[src/rtl/kabf_pkg.sv]
// Shared types, constants and the saturation helper function of the angle/bias filter.
package kabf_pkg;

   localparam logic [31:0] ANGLE_RESET     = 32'sd11796480;
   localparam logic [31:0] Q_ANGLE_RESET   = 32'd268435;
   localparam logic [31:0] Q_BIAS_RESET    = 32'd805306;
   localparam logic [31:0] R_MEASURE_RESET = 32'd8053064;

   // register addresses (byte)
   localparam logic [3:0] ADDR_Q_ANGLE   = 4'd0;
   localparam logic [3:0] ADDR_Q_BIAS    = 4'd4;
   localparam logic [3:0] ADDR_R_MEASURE = 4'd8;

   localparam logic CMD_UPDATE = 1'b0;
   localparam logic CMD_SET    = 1'b1;

   // divider
   localparam int DIV_STEPS = 61;

   typedef enum logic [4:0] {
      ST_IDLE,
      ST_RATE,
      ST_M_ANG,
      ST_ANG,
      ST_M_DP11,
      ST_INNER,
      ST_M_P00,
      ST_P00,
      ST_M_P11,
      ST_S,
      ST_DIV0,
      ST_DIV1,
      ST_Y,
      ST_M_KA,
      ST_M_KB,
      ST_M_C00,
      ST_M_C01,
      ST_M_C10,
      ST_M_C11,
      ST_OUT
   } state_type;

   // control from sequencer to divider
   typedef struct packed {
      logic start;
      logic busy;
   } div_ctl_type;

   // saturate a 66-bit signed value to signed 32 bits
   function automatic logic [31:0] sat32(input logic signed [65:0] v);
      logic [31:0] r;
      if (v > 66'sd2147483647) r = 32'h7fff_ffff;
      else if (v < -66'sd2147483648) r = 32'h8000_0000;
      else r = v[31:0];
      return r;
   endfunction

endpackage

[src/rtl/kabf_div.sv]
// Restoring divider: (num << 28) / den, truncated, saturated to 32 bits.
module kabf_div import kabf_pkg::*; (
   input  logic               clock,
   input  logic               reset,
   input  div_ctl_type        ctl,
   input  logic signed [31:0] num,
   input  logic [32:0]        den,        // positive
   output logic               done,
   output logic [31:0]        quot
);
   logic [5:0]  cnt_ff, cnt_in;
   logic        run_ff, run_in;
   logic        neg_ff, neg_in;
   logic [60:0] dvd_ff, dvd_in;   // dividend bits shift out
   logic [60:0] q_ff, q_in;
   logic [33:0] rem_ff, rem_in;
   logic [32:0] den_ff, den_in;
   logic [34:0] trial;
   logic [31:0] mag;
   logic signed [65:0] sq;

   // one quotient bit a cycle
   always_comb begin
      cnt_in = cnt_ff;
      run_in = run_ff;
      neg_in = neg_ff;
      dvd_in = dvd_ff;
      q_in   = q_ff;
      rem_in = rem_ff;
      den_in = den_ff;
      trial  = {rem_ff, dvd_ff[60]} - {2'b0, den_ff};
      mag    = num[31] ? (32'd0 - num) : num;
      if (ctl.start) begin
         run_in = 1'b1;
         cnt_in = 6'(DIV_STEPS);
         neg_in = num[31];
         dvd_in = {1'b0, mag, 28'd0};
         q_in   = '0;
         rem_in = '0;
         den_in = den;
      end else if (run_ff) begin
         dvd_in = {dvd_ff[59:0], 1'b0};
         if (!trial[34]) begin
            rem_in = trial[33:0];
            q_in   = {q_ff[59:0], 1'b1};
         end else begin
            rem_in = {rem_ff[32:0], dvd_ff[60]};
            q_in   = {q_ff[59:0], 1'b0};
         end
         cnt_in = cnt_ff - 6'd1;
         if (cnt_ff == 6'd1) run_in = 1'b0;
      end
   end

   always_ff @(posedge clock) begin
      if (reset) begin
         run_ff <= 1'b0;
         cnt_ff <= '0;
      end else begin
         run_ff <= run_in;
         cnt_ff <= cnt_in;
      end
      neg_ff <= neg_in;
      dvd_ff <= dvd_in;
      q_ff   <= q_in;
      rem_ff <= rem_in;
      den_ff <= den_in;
   end

   // signed, saturated quotient
   always_comb begin
      sq   = neg_ff ? -66'(signed'({1'b0, q_ff})) : 66'(signed'({1'b0, q_ff}));
      quot = sat32(sq);
      done = !run_ff && ctl.busy;
   end
endmodule

[config.mk]
export PLATFORM = sky130hd
export DESIGN_NAME = kabf_div
export DESIGN_NICKNAME = d
export VERILOG_FILES = /design/src/rtl/kabf_pkg.sv /design/src/rtl/kabf_div.sv
export SDC_FILE = /design/constraint.sdc
export NUM_CORES = 1
export LEC_CHECK = 0
export BUFFER_PORTS_ARGS = -buffer_cell sky130_fd_sc_hd__clkbuf_2
export CAP_MARGIN = 25
export CORE_MARGIN = 2
export CORE_UTILIZATION = 60
export CTS_CLUSTER_DIAMETER = 50
export DETAILED_ROUTE_END_ITERATION = 6
export PLACE_DENSITY_LB_ADDON = 0.2
export SLEW_MARGIN = 20
export SYNTH_ARGS = -nofsm -noshare
export SYNTH_HDL_FRONTEND = slang
export SYNTH_SLANG_ARGS = --single-unit
[constraint.sdc]
create_clock -name clock -period 9.95 [get_ports clock]
set_input_delay 0.995 -clock clock [delete_from_list [all_inputs] [get_ports clock]]
set_output_delay 0.995 -clock clock [all_outputs]
set_load 0.01 [all_outputs]
Word level (Yosys, flattened, before mapping)
Cells that the tools add are included.

operators by class
  $add $sub $neg = 4
  magnitude comparators = 2
  equal/unequal tests = 1
  multiplexer cells = 13
  reduce and logical (&&, ||, !) cells = 4

operators with widths
  kind                                                              count
  two-way mux 60 bit                                                2
  two-way mux 32 bit                                                3
  greater-than comparator 66 x 32 -> 1 bit (second input constant)  1
  < comparator 66 x 32 -> 1 bit (second input constant)             1
  two-way mux 66 bit                                                1
  negation 61 -> 66 bit                                             1
  subtractor 35 x 33 -> 35 bit                                      1
  two-way mux 34 bit                                                1
  subtractor 1 x 32 -> 32 bit (first input constant)                1
  two-way mux 6 bit                                                 2
  equality test 6 x 1 -> 1 bit (second input constant)              1
  subtractor 6 x 1 -> 6 bit (second input constant)                 1
  two-way mux 1 bit                                                 4
  nonzero test 2 bit                                                1
  OR reduction 2 bit                                                1
  logical AND 1 bit                                                 1
  zero test 1 bit                                                   1

storage, ports and cells
  flip-flop bits (word level) = 169
  output and inout port bits = 33
  word-level logic and storage cells = 33

Logic depth before layout (Yosys ltp)
  depth after elaboration = 5
  gate-level depth with buffers = 14
  gate-level depth less buffers = 12

Least setup slack after synthesis
OpenSTA, ideal clock, no wires.

  path kind = register to output
  start point = register q_ff[6]
  end point = output port quot[11]
  arrival = 3295 ps
  slack = 5660 ps
  stages on the path, launching flop included = 12
  buffers on the path = 2
  cell sequence = dfxtp_1 > or4_1 > nor4_2 > nand3_1 > clkbuf_1 > o31ai_1 > xor2_1 > a2111oi_0 > nand4_1 > o31a_1 > clkbuf_1 > a21oi_1

on the way
  longest elaborated chain between the ends = 5

RTL lines
  element                        RTL line        text
  start: declaration             kabf_div.sv:15  logic [60:0] q_ff, q_in;
  start signal: assignment       kabf_div.sv:65  q_ff <= q_in;
  negation 61 -> 66 bit          kabf_div.sv:72  sq = neg_ff ? -66'(signed'({1'b0, q_ff})) : 66'(signed'({1'b0, q_ff}));
  two-way mux 66 bit (*)         kabf_div.sv:72
  < comparator 66 x 32 -> 1 bit  kabf_pkg.sv:53  else if (v < -66'sd2147483648) r = 32'h8000_0000;
  two-way mux 32 bit             kabf_pkg.sv:53
  two-way mux 32 bit (*)         kabf_pkg.sv:52  if (v > 66'sd2147483647) r = 32'h7fff_ffff;
  end: declaration               kabf_div.sv:9   output logic [31:0] quot

Every way passes the cells marked *; elsewhere a longest branch is shown, timed or not.

Worst setup path in the final report
  start point = register q_ff[6]
  end point = output port quot[30]

Same word-level chain as after synthesis.

==> results_dict.tcl <==
set metrics [dict create \
    crit_path_end_kind "output pin" \
    grt_pass1_wl_mm 39.1 \
    via_count 8877 \
    nets 1370 \
    ys_warn_count 0 \
    slew_headroom_pct 33.7 \
    drc 0 \
    wl_per_cell_um 14.9 \
    n_antenna_cell 0 \
    syn_area_per_cell_um2 8.88 \
    hpwl_mm 15.5 \
    cp_max_fo 31 \
    syn_inst 1214 \
    hold_path_class "flip-flop to flip-flop" \
    track_usage_pct 24.0 \
    grt_pass1_vias 8343 \
    r2r_end "rem_ff[0]$_SDFFE_PP0P_" \
    fillers 1475 \
    place_congestion 0.892 \
    p_per_area_nw_per_um2 173 \
    dieHeight_um 138 \
    cts_max_path_buffers 2 \
    totalWireLength_mm 22.4 \
    p_clk_share_pct 31.5 \
    cts.sinks 169 \
    syn_to_final_growth_pct 10.2 \
    overflow 0 \
    yosys_register_bits 169 \
    placed_cells 1473 \
    rrSetupSlack_ns 5.87 \
    first_pass_iters 7 \
    syn_area_um2 10800 \
    ys.flop_type "dfxtp_1" \
    dieWidth_um 138 \
    grt_antenna_before_repair 1 \
    fin_crit_sh_pct 57.5 \
    num_io_pins 102 \
    cpPeakStageDelay_ns 0.65 \
    slew_viol_final 0 \
    synth_edf_count 66 \
    cp.arrival_ns 4.73 \
    synth_area_leader_cell "dfxtp_1" \
    reg2reg_from "dvd_ff[60]$_SDFFE_PP0P_" \
    fp.dieArea_um2 19100 \
    finalClockSkew_ns 0.0104 \
    path_cells "or4_1 > nor4_2 > nand3_1 > o31a_1 > xnor2_1 > or4b_1 > nor3_2 > a41o_2 > a21oi_1 > clkbuf_2" \
    vias_per_cell 5.90 \
    maxCapViolCount 0 \
    finalHoldViolations 0 \
    synth.distinct_cells 73 \
    port_buffers 101 \
    synth_top_cell_area_share_pct 19.1 \
    htree_levels 4 \
    leakage_nw 5.01 \
    clk_latency_ns 0.43 \
    design.core.area_um2 17800 \
    reg2reg_depth 12 \
    multi_input_area_um2 6220 \
    p_total_mw 2.06 \
    p_comb_share_pct 29.8 \
    syn-num-nets 1321 \
    cts_resized 0 \
    mostFrequentLayoutCells "nor2_1, dfxtp_1, clkbuf_2" \
    layout_commonest_cell "nor2_1" \
    layout_min_cycle_time_ns 5.72 \
    intPower_mw 1.41 \
    post-route-util_pct 66.9 \
    worst_slack_ns 4.23 \
    rsz0062_at_grt "false" \
    fin_cells 1505 \
    synthTopCellsByArea "dfxtp_1, edfxtp_1, mux2i_1, xor2_1, nor2_1" \
    final-seq-area_um2 4050 \
    num_rows 49 \
    pre_cts_slack_ns 4.78 \
    startpoint "q_ff[6]$_SDFFE_PP0P_" \
    cpMaxStageDelayCell "or4_1" \
    tritoncts "built" \
    p_sw_share_pct 31.8 \
    worst_pin_slew_ns 0.995 \
    ant_nets 0 \
    clkTransAtPathRegs_ns 0.06 \
    seq_area_frac_synth_pct 37.5 \
    async_flop_share_pct 0 \
    fin_setup_tns_ns 0 \
    start_util_pct 60.7 \
    drive_gt1_share_pct 13.2 \
    p_sw_mw 0.655 \
    root_buffer "clkbuf_16" \
    hold_buffers 0 \
    initialDrtViolationCount 734 \
    grt_max_degree 122 \
    crit_required_ns 8.96 \
    peakVddDrop_mv 0.121 \
    crit_end "quot[30]" \
    fmaxAchievable_mhz 175 \
    setup_viol 0 \
    critical_path_class "flip-flop to output pin" \
    status "finished clean" \
    critPathLaunchType "flip-flop" \
    post_cts_buffers 0 \
    numCtsBuffers 17 \
    seqPwrFrac_pct 38.6 \
]
==> worst max-delay path, delay by kind of cell (launching register included) <==
kind | cells | cell delay [ns]
AO/OA/AOI/OAI | 3 | 1.21
buffers and inverters | 1 | 0.16
AND/OR/NAND/NOR | 5 | 2.35
flip-flops | 1 | 0.37
XOR/XNOR | 1 | 0.21
==> logic make-up after synthesis <==
family,synth area share (%)
buffers and inverters,4.86
and+or+nand+nor,17.7
adders and majority gates,4.48
DFF,37.5
muxes,8.69
xor gates and xnor gates,8.85
AOI/OAI and AO/OA,18.0
==> stage by stage <==
stage	area, µm²	hold slack (ns)
floorplan	10800	0.456
global placement	11300	0.470
detailed placement	11300	0.496
CTS	11900	0.504
global route	11900	0.519
finish	11900	0.502
==> state kept, by name (all words and copies together), names as in the netlist <==
register,cells
run_ff,1
rem_ff,34
dvd_ff,33
neg_ff,1
den_ff,33
cnt_ff,6
q_ff,61
==> cell type report <==
type | count | area share [%]
tap | 229 | 2.41
timing repair buffer | 105 | 4.56
inverter | 58 | 1.83
clock inverter | 10 | 1.02
sequential | 169 | 34.0
clock buffer | 22 | 3.82
multi-input combinational | 912 | 52.3
==> how the worst min path moves through the flow <==
stage	depth (start not counted)	end	from	slack (ns)
final	2	rem_ff[3]$_SDFFE_PP0P_	rem_ff[3]$_SDFFE_PP0P_	0.50
after global placement	2	dvd_ff[60]$_SDFFE_PP0P_	dvd_ff[59]$_DFFE_PP_	0.47
after floorplan	2	dvd_ff[60]$_SDFFE_PP0P_	dvd_ff[59]$_DFFE_PP_	0.46
after detailed placement	2	rem_ff[11]$_SDFFE_PP0P_	rem_ff[11]$_SDFFE_PP0P_	0.50
after CTS	2	rem_ff[1]$_SDFFE_PP0P_	rem_ff[1]$_SDFFE_PP0P_	0.50
after global routing	2	rem_ff[1]$_SDFFE_PP0P_	rem_ff[1]$_SDFFE_PP0P_	0.52
==> Yosys cell counts (all sizes together), types with 17 or more instances <==
master,n
o41ai,20
a21oi,98
edfxtp,66
nor4,17
or3,18
o31ai,31
xnor2,20
nand3,22
mux2i,88
clkbuf,60
o21ai,43
nand2,47
ha,37
inv,58
nor3,22
nor2,171
dfxtp,103
xor2,89
a211oi,26
==> routing by layer <==
layer	part of all wire [%]	routed length, µm	vias to the layer above	track usage [%]
met5	0.049	11	-	0
met4	1.7	372	2	7.47
met3	4.5	999	34	4.81
met2	47	10500	182	39.4
met1	47	10500	4149	32.3
li1	-	-	4510	-
==> power groups by stage <==
stage / sequential (mW) / clock [mW] / combinational (mW)
after floorplan: 0.799 / 0 / 0.468
after global placement: 0.811 / 0 / 0.600
after detailed placement: 0.812 / 0 / 0.611
after CTS: 0.797 / 0.661 / 0.616
after global routing: 0.802 / 0.692 / 0.686
final: 0.797 / 0.650 / 0.615
(Power assumes the default switching activity.)
